File: src/sv/ttc_pkg.sv
// Shared types and codes for the text tokenizer.
package ttc_pkg;

  // Width of the line number carried on every result
  localparam int unsigned LineOutW = 24;

  // Result kinds
  typedef enum logic [1:0] {
    KIND_CHAR  = 2'd0,
    KIND_END   = 2'd1,
    KIND_EOI   = 2'd2,
    KIND_ERROR = 2'd3
  } kind_e;

  // Token types carried on a token end
  typedef enum logic [1:0] {
    TOK_IDENT  = 2'd0,
    TOK_VALUE  = 2'd1,
    TOK_STRING = 2'd2,
    TOK_NONE   = 2'd3
  } tok_e;

  // Scanner state, one-hot
  typedef enum logic [3:0] {
    MODE_IDLE    = 4'b0001,
    MODE_WORD    = 4'b0010,
    MODE_STRING  = 4'b0100,
    MODE_COMMENT = 4'b1000
  } mode_e;

  // Special bytes
  localparam logic [7:0] ChSpace = 8'h20;
  localparam logic [7:0] ChTab   = 8'h09;
  localparam logic [7:0] ChCr    = 8'h0D;
  localparam logic [7:0] ChLf    = 8'h0A;
  localparam logic [7:0] ChHash  = 8'h23;
  localparam logic [7:0] ChQuote = 8'h22;
  localparam logic [7:0] ChPlus  = 8'h2B;
  localparam logic [7:0] ChMinus = 8'h2D;
  localparam logic [7:0] ChDot   = 8'h2E;
  localparam logic [7:0] ChZero  = 8'h30;
  localparam logic [7:0] ChNine  = 8'h39;
  localparam logic [7:0] ChLowE  = 8'h65;
  localparam logic [7:0] ChUpE   = 8'h45;

  // One result
  typedef struct packed {
    kind_e                kind;
    logic [7:0]           char_out;
    logic                 starts_token;
    logic [1:0]           token_kind;
    logic [LineOutW-1:0]  line_number;
    logic                 is_last;
  } res_t;

endpackage

File: src/sv/text_tokenizer_with_comments.sv
// Streaming byte tokenizer with '#' comments, quoted strings and line counting.
// A byte is accepted into the input register; its results then load into the
//   result buffer. Throughput: one result per cycle while out_stall_i is low;
//   bytes that give no result (spaces, comments) flow at one per cycle.
// The three-entry result buffer sets the rate: a byte expands only once it is
//   empty or its last entry is being taken. Reset (asynchronous) empties both
//   stages and returns the scanner to between tokens at line 1.
module text_tokenizer_with_comments #(
  parameter int unsigned LINE_BITS = 24
) (
  input  logic                          clk_i,
  input  logic                          rst_ni,
  // Input channel
  input  logic                          in_valid_i,
  output logic                          in_stall_o,
  input  logic [7:0]                    text_byte_i,
  input  logic                          is_final_i,
  // Result channel
  output logic                          out_valid_o,
  input  logic                          out_stall_i,
  output logic [1:0]                    kind_o,
  output logic [7:0]                    char_out_o,
  output logic                          starts_token_o,
  output logic [1:0]                    token_kind_o,
  output logic [ttc_pkg::LineOutW-1:0]  line_number_o,
  output logic                          is_last_o
);
  import ttc_pkg::*;

  // Input register
  logic       in_vld_q;
  logic [7:0] byte_q;
  logic       fin_q;

  // Scanner state
  mode_e                mode_q, mode_d;
  logic                 num_q, num_d;
  logic                 first_q, first_d;
  logic [LINE_BITS-1:0] lc_q, lc_d;

  // Result buffer, slot 0 is presented
  res_t       res_q [3];
  res_t       res_d [3];
  logic [1:0] cnt_q;
  logic [1:0] n_new;

  logic in_fire, out_fire, load_ok, expand;

  function automatic logic is_value_char(logic [7:0] c);
    return (c >= ChZero && c <= ChNine) || c == ChPlus || c == ChMinus ||
           c == ChDot || c == ChLowE || c == ChUpE;
  endfunction

  function automatic logic is_num_start(logic [7:0] c);
    return (c >= ChZero && c <= ChNine) || c == ChPlus || c == ChMinus || c == ChDot;
  endfunction

  // Handshakes
  assign out_valid_o = (cnt_q != 2'd0);
  assign out_fire    = out_valid_o && !out_stall_i;
  assign load_ok     = (cnt_q == 2'd0) || (cnt_q == 2'd1 && !out_stall_i);
  assign expand      = in_vld_q && load_ok;
  assign in_stall_o  = in_vld_q && !load_ok;
  assign in_fire     = in_valid_i && !in_stall_o;

  // Line count as seen on the result port
  logic [LINE_BITS+LineOutW-1:0] lc_old_w, lc_new_w;
  assign lc_old_w = {{LineOutW{1'b0}}, lc_q};
  assign lc_new_w = {{LineOutW{1'b0}}, lc_d};

  // Byte classes
  logic is_ws, is_lf, is_delim;
  assign is_ws    = (byte_q == ChSpace) || (byte_q == ChTab) || (byte_q == ChCr);
  assign is_lf    = (byte_q == ChLf);
  assign is_delim = is_ws || is_lf;

  // Per-byte scan: at most one main result, then up to two end-of-text results
  logic  m_vld, f0_vld, f1_vld, count_lf;
  res_t  m_res, f0_res, f1_res;
  mode_e mode_n;
  logic  num_n, first_n;

  always_comb begin
    mode_n   = mode_q;
    num_n    = num_q;
    first_n  = first_q;
    count_lf = 1'b0;
    m_vld    = 1'b0;
    m_res    = '{kind: KIND_CHAR, char_out: byte_q, starts_token: 1'b0,
                 token_kind: TOK_IDENT, line_number: lc_old_w[LineOutW-1:0],
                 is_last: 1'b0};
    unique case (mode_q)
      MODE_IDLE: begin
        if (is_lf) begin
          count_lf = 1'b1;
        end else if (byte_q == ChHash) begin
          mode_n = MODE_COMMENT;
        end else if (byte_q == ChQuote) begin
          mode_n  = MODE_STRING;
          first_n = 1'b1;
        end else if (!is_ws) begin
          mode_n             = MODE_WORD;
          num_n              = is_num_start(byte_q);
          m_vld              = 1'b1;
          m_res.starts_token = 1'b1;
        end
      end
      MODE_WORD: begin
        m_vld = 1'b1;
        if (is_delim) begin
          m_res.kind       = KIND_END;
          m_res.char_out   = 8'd0;
          m_res.token_kind = num_q ? TOK_VALUE : TOK_IDENT;
          mode_n           = MODE_IDLE;
          num_n            = 1'b0;
          count_lf         = is_lf;
        end else if (!is_value_char(byte_q)) begin
          num_n = 1'b0;
        end
      end
      MODE_STRING: begin
        m_vld   = 1'b1;
        first_n = 1'b0;
        if (byte_q == ChQuote) begin
          m_res.kind       = KIND_END;
          m_res.char_out   = 8'd0;
          m_res.token_kind = TOK_STRING;
          mode_n           = MODE_IDLE;
        end else begin
          m_res.starts_token = first_q;
        end
      end
      MODE_COMMENT: begin
        if (is_lf) begin
          count_lf = 1'b1;
          mode_n   = MODE_IDLE;
        end
      end
      default: begin
        mode_n = MODE_IDLE;
      end
    endcase

    // Saturating line count
    lc_d = (count_lf && lc_q != {LINE_BITS{1'b1}}) ? lc_q + LINE_BITS'(1) : lc_q;

    // End of text
    f0_vld = 1'b0;
    f1_vld = 1'b0;
    f0_res = '{kind: KIND_EOI, char_out: 8'd0, starts_token: 1'b0,
               token_kind: TOK_IDENT, line_number: lc_new_w[LineOutW-1:0],
               is_last: 1'b0};
    f1_res = f0_res;
    if (fin_q) begin
      f0_vld = 1'b1;
      if (mode_n == MODE_STRING) begin
        f0_res.kind = KIND_ERROR;
      end else if (mode_n == MODE_WORD) begin
        f0_res.kind       = KIND_END;
        f0_res.token_kind = num_n ? TOK_VALUE : TOK_IDENT;
        f1_vld            = 1'b1;
      end
    end

    // Next state, back to reset values after the last byte
    mode_d  = fin_q ? MODE_IDLE : mode_n;
    num_d   = fin_q ? 1'b0 : num_n;
    first_d = fin_q ? 1'b0 : first_n;
  end

  // Pack the results into slots and mark the last one
  always_comb begin
    n_new = {1'b0, m_vld} + {1'b0, f0_vld} + {1'b0, f1_vld};
    if (m_vld) begin
      res_d[0] = m_res;
      res_d[1] = f0_res;
      res_d[2] = f1_res;
    end else begin
      res_d[0] = f0_res;
      res_d[1] = f1_res;
      res_d[2] = f1_res;
    end
    for (int i = 0; i < 3; i++) begin
      res_d[i].is_last = (n_new == 2'(i + 1));
    end
  end

  // Input register
  always_ff @(posedge clk_i or negedge rst_ni) begin
    if (!rst_ni) begin
      in_vld_q <= 1'b0;
    end else if (in_fire) begin
      in_vld_q <= 1'b1;
    end else if (expand) begin
      in_vld_q <= 1'b0;
    end
  end

  always_ff @(posedge clk_i) begin
    if (in_fire) begin
      byte_q <= text_byte_i;
      fin_q  <= is_final_i;
    end
  end

  // Scanner state update
  always_ff @(posedge clk_i or negedge rst_ni) begin
    if (!rst_ni) begin
      mode_q  <= MODE_IDLE;
      num_q   <= 1'b0;
      first_q <= 1'b0;
      lc_q    <= LINE_BITS'(1);
    end else if (expand) begin
      mode_q  <= mode_d;
      num_q   <= num_d;
      first_q <= first_d;
      lc_q    <= fin_q ? LINE_BITS'(1) : lc_d;
    end
  end

  // Result buffer count
  always_ff @(posedge clk_i or negedge rst_ni) begin
    if (!rst_ni) begin
      cnt_q <= 2'd0;
    end else if (expand) begin
      cnt_q <= n_new;
    end else if (out_fire) begin
      cnt_q <= cnt_q - 2'd1;
    end
  end

  // Result buffer payload, shifts towards slot 0
  always_ff @(posedge clk_i) begin
    if (expand) begin
      res_q <= res_d;
    end else if (out_fire) begin
      res_q[0] <= res_q[1];
      res_q[1] <= res_q[2];
    end
  end

  assign kind_o         = res_q[0].kind;
  assign char_out_o     = res_q[0].char_out;
  assign starts_token_o = res_q[0].starts_token;
  assign token_kind_o   = res_q[0].token_kind;
  assign line_number_o  = res_q[0].line_number;
  assign is_last_o      = res_q[0].is_last;

endmodule

File: config.mk
export PLATFORM = sky130hd
export DESIGN_NAME = text_tokenizer_with_comments
export DESIGN_NICKNAME = d
export VERILOG_FILES = /design/src/sv/ttc_pkg.sv /design/src/sv/text_tokenizer_with_comments.sv
export SDC_FILE = /design/constraint.sdc
export NUM_CORES = 1
export LEC_CHECK = 0
export ABC_AREA = 1
export BUFFER_PORTS_ARGS = -buffer_cell sky130_fd_sc_hd__buf_4
export CAP_MARGIN = 40
export CORE_MARGIN = 5
export CORE_UTILIZATION = 30
export CTS_BUF_LIST = sky130_fd_sc_hd__clkbuf_4
export DETAILED_ROUTE_END_ITERATION = 16
export PLACE_DENSITY = 0.58
export SYNTH_ARGS = -nofsm -noshare
export SYNTH_HDL_FRONTEND = slang
export SYNTH_SLANG_ARGS = --single-unit
File: constraint.sdc
create_clock -name clk_i -period 17.9 [get_ports clk_i]
set_input_delay 0.895 -clock clk_i [delete_from_list [all_inputs] [get_ports clk_i]]
set_output_delay 0.895 -clock clk_i [all_outputs]
set_load 0.03 [all_outputs]
======== After elaboration in Yosys (flattened, before gate mapping) ========
Index checks and enable logic that the tools add are counted.
cells by class
  equal/unequal tests ..................... 25
  muxes and demuxes ....................... 59
  order comparisons ....................... 2
  add/sub/neg operators ................... 4
  reductions and logical operators ........ 27
operators by type and width
  kind                                                                    count
  76-bit two-way mux                                                      2
  114-bit two-way mux                                                     1
  8-bit by 6-bit == test with 1-bit output (second input constant)        6
  24-bit two-way mux                                                      2
  4-bit two-way mux                                                       8
  1-bit two-way mux                                                       30
  24-bit by 1-bit adder with 24-bit output (second input constant)        1
  8-bit by 4-bit == test with 1-bit output (second input constant)        3
  24-bit inequality test (second input constant)                          1
  10-bit one-hot mux with 2 select lines                                  1
  9-bit two-way mux                                                       2
  8-bit by 7-bit == test with 1-bit output (second input constant)        2
  4-bit one-hot mux with 4 select lines                                   1
  2-bit two-way mux                                                       6
  1-bit one-hot mux with 2 select lines                                   5
  1-bit logical OR                                                        9
  3-bit inequality test (second input constant)                           3
  4-bit by 2-bit == test with 1-bit output (second input constant)        2
  4-bit by 3-bit == test with 1-bit output (second input constant)        2
  8-bit by 6-bit >= comparator with 1-bit output (second input constant)  1
  8-bit by 6-bit <= comparator with 1-bit output (second input constant)  1
  1-bit logical AND                                                       7
  2-bit nonzero test                                                      3
  5-bit AND reduction                                                     1
  other kinds (12)                                                        17
storage, ports and cells
  logic and storage cells ................. 143
  bits of input ports ..................... 13
  output and inout port bits .............. 40
  flip-flop bits (word level) ............. 156

======== Longest topological paths before layout ========
  depth after elaboration ................. 16
  gate-level depth with buffers ........... 15
  depth with buffers taken out ............ 14

======== Worst setup path before layout ========
OpenSTA, ideal clock, no wires.
  kind .................................... input port to flip-flop
  start point ............................. in out_stall_i
  end point ............................... reg cnt_q[0]
  stages .................................. 3
  path slack .............................. 11.420 ns
  library setup time ...................... 0.165 ns
  data required time ...................... 17.735 ns
  buffers on the path ..................... 0
  data arrival time ....................... 6.315 ns
  cells stage by stage .................... o21ai_0 > o21ai_0 > o21ai_0
on the way
  word-level cells in the longest chain between the ends .. 5
  elaborated cells between the ends (all ways) .. 7
  those cells by class .................... mux (1); reduce/logical (6)
ends and longest elaborated chain
  what                                                     line                                                                    source
  start: declaration                                       text_tokenizer_with_comments.sv:20                                      input logic out_stall_i,
  1-bit logical NOT (*)                                    text_tokenizer_with_comments.sv:60, text_tokenizer_with_comments.sv:61
  1-bit logical AND                                        text_tokenizer_with_comments.sv:61                                      assign load_ok = (cnt_q == 2'd0) || (cnt_q == 2'd1 && !out_stall_i);
  1-bit logical OR                                         text_tokenizer_with_comments.sv:61
  1-bit logical AND                                        text_tokenizer_with_comments.sv:62                                      assign expand = in_vld_q && load_ok;
  2-bit two-way mux or 2-bit nonzero test (tied branches)  --
  end signal: assignment                                   text_tokenizer_with_comments.sv:226                                     cnt_q <= n_new;
  end signal: assignment                                   text_tokenizer_with_comments.sv:228                                     cnt_q <= cnt_q - 2'd1;
  end: declaration                                         text_tokenizer_with_comments.sv:44                                      logic [1:0] cnt_q;
Every way passes the cells marked *; elsewhere a longest branch is shown, timed or not.
A chain may end at the register's enable or synchronous reset.

==> summary.md <==
In this run the tightest slew margin relative to its limit is 46.78%. For this run, the register share of the synthesized area comes to 54.15%. At the pin with the least slew margin, the transition time is 0.7955 ns. The logic depth of the worst register-to-register path came out at 13. Clock tree root buffer cell: sky130_fd_sc_hd__clkbuf_4. The synthesized-area fraction occupied by adder cells is 0.9903%, and the count of mapped cells out of synthesis is 819. For this run, asynchronously set or reset flops after synthesis account for 24.81%. The worst setup path is of the reg -> reg kind.

At the later pin of the worst-skew pair, clock insertion delay measures 0.54 ns. The area of the core is 23330 um2. The die covers 26760 um2. For the post-synth net total, the log shows 837. The worst path meets setup with 14.99 ns of slack. Yosys mapped a number of flops with a built-in enable equal to 100. For this configuration, the core starts out at a cell density of 30.32%. The share of layout cells above drive strength 1 works out to 17.76%.

End of the worst register-to-register path: line_number_o[21]$_DFFE_PP_. In this run, the number of DRC markers left after iteration 0 of detailed routing was 272. The die width was 163.6 um.

The worst-case IR drop observed on VDD is 114.2 uV. The data required time at the worst endpoint was 18.31 ns. The tools report the source of the critical timing path as lc_q[0]$_DFFE_PN1P_. Summed over all layers, the global routing overflow is 0.

The logs give 5036 for the via count of the first global-routing pass and 133 for the number of clock sinks. The clock transition at the registers of the reported paths came out at 0.12 ns. The run gives 11.85% as the total track usage. Sorting the synthesized cells by area gives the leading types as sky130_fd_sc_hd__edfxtp_1 (42%), sky130_fd_sc_hd__nand2_1 (17%), sky130_fd_sc_hd__dfrtp_1 (11%), sky130_fd_sc_hd__buf_4 (4.0%), sky130_fd_sc_hd__nand2_2 (3.8%). In this run the register-to-register setup slack is 14.99 ns.

Power comes to 1.414 mW. Setup violations remaining at the end of the flow were counted as 0. The detail route stage leaves a number of antenna-violating nets equal to 0. The die outline height is 163.6 um, and the relative area change from synthesis to final layout is 11.30%. Power spread over the standard cell area amounts to 179.5 nW/um2. Across the run, the number of max-cap violations was 0.

Among all cell types in the netlist, the one instantiated most often is sky130_fd_sc_hd__nand2_1. The HPWL after detailed placement is 10.48 mm. The share of cell area taken by muxes after synthesis is 0%.

Setup repair after global routing left no endpoint under its margin. The dominant combinational cell family by area after synthesis is simple AND/OR/NAND/NOR gates. The fraction of the mapped netlist area in compound gates is 4.739%. The logs give 1137 for the cell count after placement and 1170 for the number of cells in the finished layout apart from fillers. During synthesis, Yosys emitted a total of 0 warnings.

The number of fillers in the final layout came out at 2457. The minimum hold slack is 0.2961 ns, and the buffers inserted during post-CTS setup optimization is 0. Each instance of the synthesized netlist takes up on average 8.639 um2. In this run the tool buffered the top-level ports with 52 buffer cells. In this run the worst path has a maximum fanout of 20.

For this block, the routed nets add up to 15.12 mm of wire. The final RePlAce weighted congestion was 0.8705. For this run, the leading register cell type out of synthesis is sky130_fd_sc_hd__edfxtp_1. Across all layers, the routed design uses 5170 vias. Data arrives at the worst endpoint at 3.33 ns.

Between clock sinks in the finished design, the worst skew comes to 0.02542 ns. The total non-filler cell area in the finished layout was 7875 um2; the sum of negative setup slack was 0 ns. The worst setup path is launched from a register. The kind of end point of the critical path was a register. The I/O pin total is 53, and the XOR/XNOR share of the synthesized area is 2.246%. TritonCTS built the clock tree. Once layout is complete, the utilization of the core stands at 33.75%.

The pre-antenna-repair detailed-routing pass consisted of 5 iterations. The leakage power of the design was 3.485 nW. The number of placement rows was 56; the maximum root-to-sink buffer count was 2.

The number of endpoints with negative hold slack in the final report is 0, and the H-tree depth reported by CTS is 4. The first global-routing pass estimated 25.40 mm of wire. The achievable clock frequency was 343.4 MHz.

After synthesis the cells add up to 7076 um2. Counting flops and latches in the post-synthesis netlist gives 133. For this design, the CTS-stage hold fixing added 0 buffers.

In this run, post-CTS repair resized a total of 0 instances. The most critical setup path has its endpoint at line_number_o[21]$_DFFE_PP_. The area share of the leading cell type in the synthesized netlist works out to 42.44%.

For the number of pins exceeding their max-slew limit in the final report, the log shows 0. The dominant cell type by area after synthesis was sky130_fd_sc_hd__edfxtp_1. The startpoint identified for the worst register-to-register timing path is lc_q[0]$_DFFE_PN1P_. The ratio of routed vias to standard cells is 4.419, and the largest net degree at the start of global routing is 74. The number of antenna violations at the first check in global routing is 1, and the minimum setup slack after placement is 14.61 ns. Counting I/O delays and the setup requirement, the final critical path takes 2.912 ns.

The min-delay analysis places its worst path in the category in -> async. The post-synthesis simple-gate area fraction was 28.49%; the average detailed-routed wire length per instance was 12.92 um. By count the netlist is led by sky130_fd_sc_hd__nand2_1 (320), sky130_fd_sc_hd__edfxtp_1 (100), sky130_fd_sc_hd__inv_1 (64), sky130_fd_sc_hd__nor2_1 (64), sky130_fd_sc_hd__nand2_2 (43). The ratio of final minimum period to clock period came out at 16.27%.

After detailed routing, the number of remaining DRC violations is 0. The net count of the finished layout is 855. In this run the cell area measured after placement is 7575 um2.

The number of buffers created by CTS came out at 17. The run finished with clean final reports. The number of different library cells used by synthesis comes to 33.
## where the power goes
group	total [mW]	leakage, nW	switching (mW)	internal (mW)
sequential	0.588	1.42	0.0593	0.528
clock	0.213	0.151	0.110	0.103
combinational	0.613	1.91	0.420	0.194
total	1.41	3.49	0.588	0.825
## cells in the final DEF, fill, tap and decap left out, types with 2 or more instances in the layout
master,count
sky130_fd_sc_hd__nor2_1,63
sky130_fd_sc_hd__buf_16,2
sky130_fd_sc_hd__o21ai_2,2
sky130_fd_sc_hd__nand4_1,4
sky130_fd_sc_hd__o211ai_1,3
sky130_fd_sc_hd__buf_4,56
sky130_fd_sc_hd__nand2_2,43
sky130_fd_sc_hd__o22ai_1,22
sky130_fd_sc_hd__nor2_4,5
sky130_fd_sc_hd__nand3_1,28
sky130_fd_sc_hd__edfxtp_1,100
sky130_fd_sc_hd__bufinv_16,3
sky130_fd_sc_hd__clkbuf_4,22
sky130_fd_sc_hd__inv_1,64
sky130_fd_sc_hd__clkinvlp_4,4
sky130_fd_sc_hd__xor2_1,15
sky130_fd_sc_hd__nor3_1,10
sky130_fd_sc_hd__nand2_1,320
sky130_fd_sc_hd__dfrtp_1,31
sky130_fd_sc_hd__inv_2,3
sky130_fd_sc_hd__nor2_2,5
sky130_fd_sc_hd__a21oi_1,7
sky130_fd_sc_hd__dfstp_2,2
sky130_fd_sc_hd__ha_1,4
sky130_fd_sc_hd__o21ai_1,7
sky130_fd_sc_hd__clkinv_1,3
sky130_fd_sc_hd__o21ai_0,12
## cell families (layout without fill, tap and decap cells)
logic type,after synthesis,in the layout
flops,133,133
simple gates,480,480
buf+inv,128,159
other cells,0,1
xor+xnor,16,16
fa+ha+maj,5,5
compound gates,57,57
## metal layers
metal	track usage (%)	vias to the layer above	wire, um
li1	-	2640	-
met1	16.35	2416	7381
met2	18.51	98	6892
met3	2.902	16	663
met4	3.584	0	178
met5	0	-	0
## layout make-up
| class | instances | area (um2) | share of cell area [%] |
|---|---|---|---|
| Clock buffer | 22 | 165.2 | 2.097 |
| Inverter | 68 | 255.2 | 3.241 |
| Multi-Input combinational cell | 558 | 2599 | 33.00 |
| Timing Repair Buffer | 59 | 490.5 | 6.228 |
| Clock inverter | 10 | 132.6 | 1.684 |
| Antenna cell | 1 | 2.502 | 0.03178 |
| Tap cell | 319 | 399.1 | 5.068 |
| Sequential cell | 133 | 3831 | 48.65 |
## registers in the layout, indices dropped and copies added (netlist names)
register,count
byte_q,8
char_out_o,8
cnt_q,2
fin_q,1
first_q,1
in_vld_q,1
is_last_o,1
kind_o,2
lc_q,24
line_number_o,24
mode_q,4
num_q,1
res_q,53
starts_token_o,1
token_kind_o,2
## critical path, cell delays in order (launching register included)
cell	delay [ns]
sky130_fd_sc_hd__dfstp_2	0.68
sky130_fd_sc_hd__ha_1	0.36
sky130_fd_sc_hd__nand2_2	0.12
sky130_fd_sc_hd__nor2_4	0.17
sky130_fd_sc_hd__nand2_2	0.12
sky130_fd_sc_hd__nor2_2	0.19
sky130_fd_sc_hd__nand3_1	0.10
sky130_fd_sc_hd__nand2_1	0.50
sky130_fd_sc_hd__nand2_1	0.13
sky130_fd_sc_hd__nand2_2	0.14
sky130_fd_sc_hd__nand2_2	0.07
sky130_fd_sc_hd__nand2_1	0.08
sky130_fd_sc_hd__nand2_1	0.07
sky130_fd_sc_hd__nand2_1	0.05
## worst min-delay path by stage
stage                                    from                    to  slack (ns)  cells past startpoint
after floorplan           first_q$_DFFE_PN0P_   first_q$_DFFE_PN0P_        0.45                      2
after global placement    first_q$_DFFE_PN0P_   first_q$_DFFE_PN0P_        0.47                      2
after detailed placement  first_q$_DFFE_PN0P_   first_q$_DFFE_PN0P_        0.48                      2
after CTS                              rst_ni  lc_q[13]$_DFFE_PN0P_        0.27                      1
after global routing                   rst_ni  lc_q[13]$_DFFE_PN0P_        0.28                      1
final                                  rst_ni  lc_q[13]$_DFFE_PN0P_        0.30                      1
No activity file was read; power rests on OpenSTA's default activity.
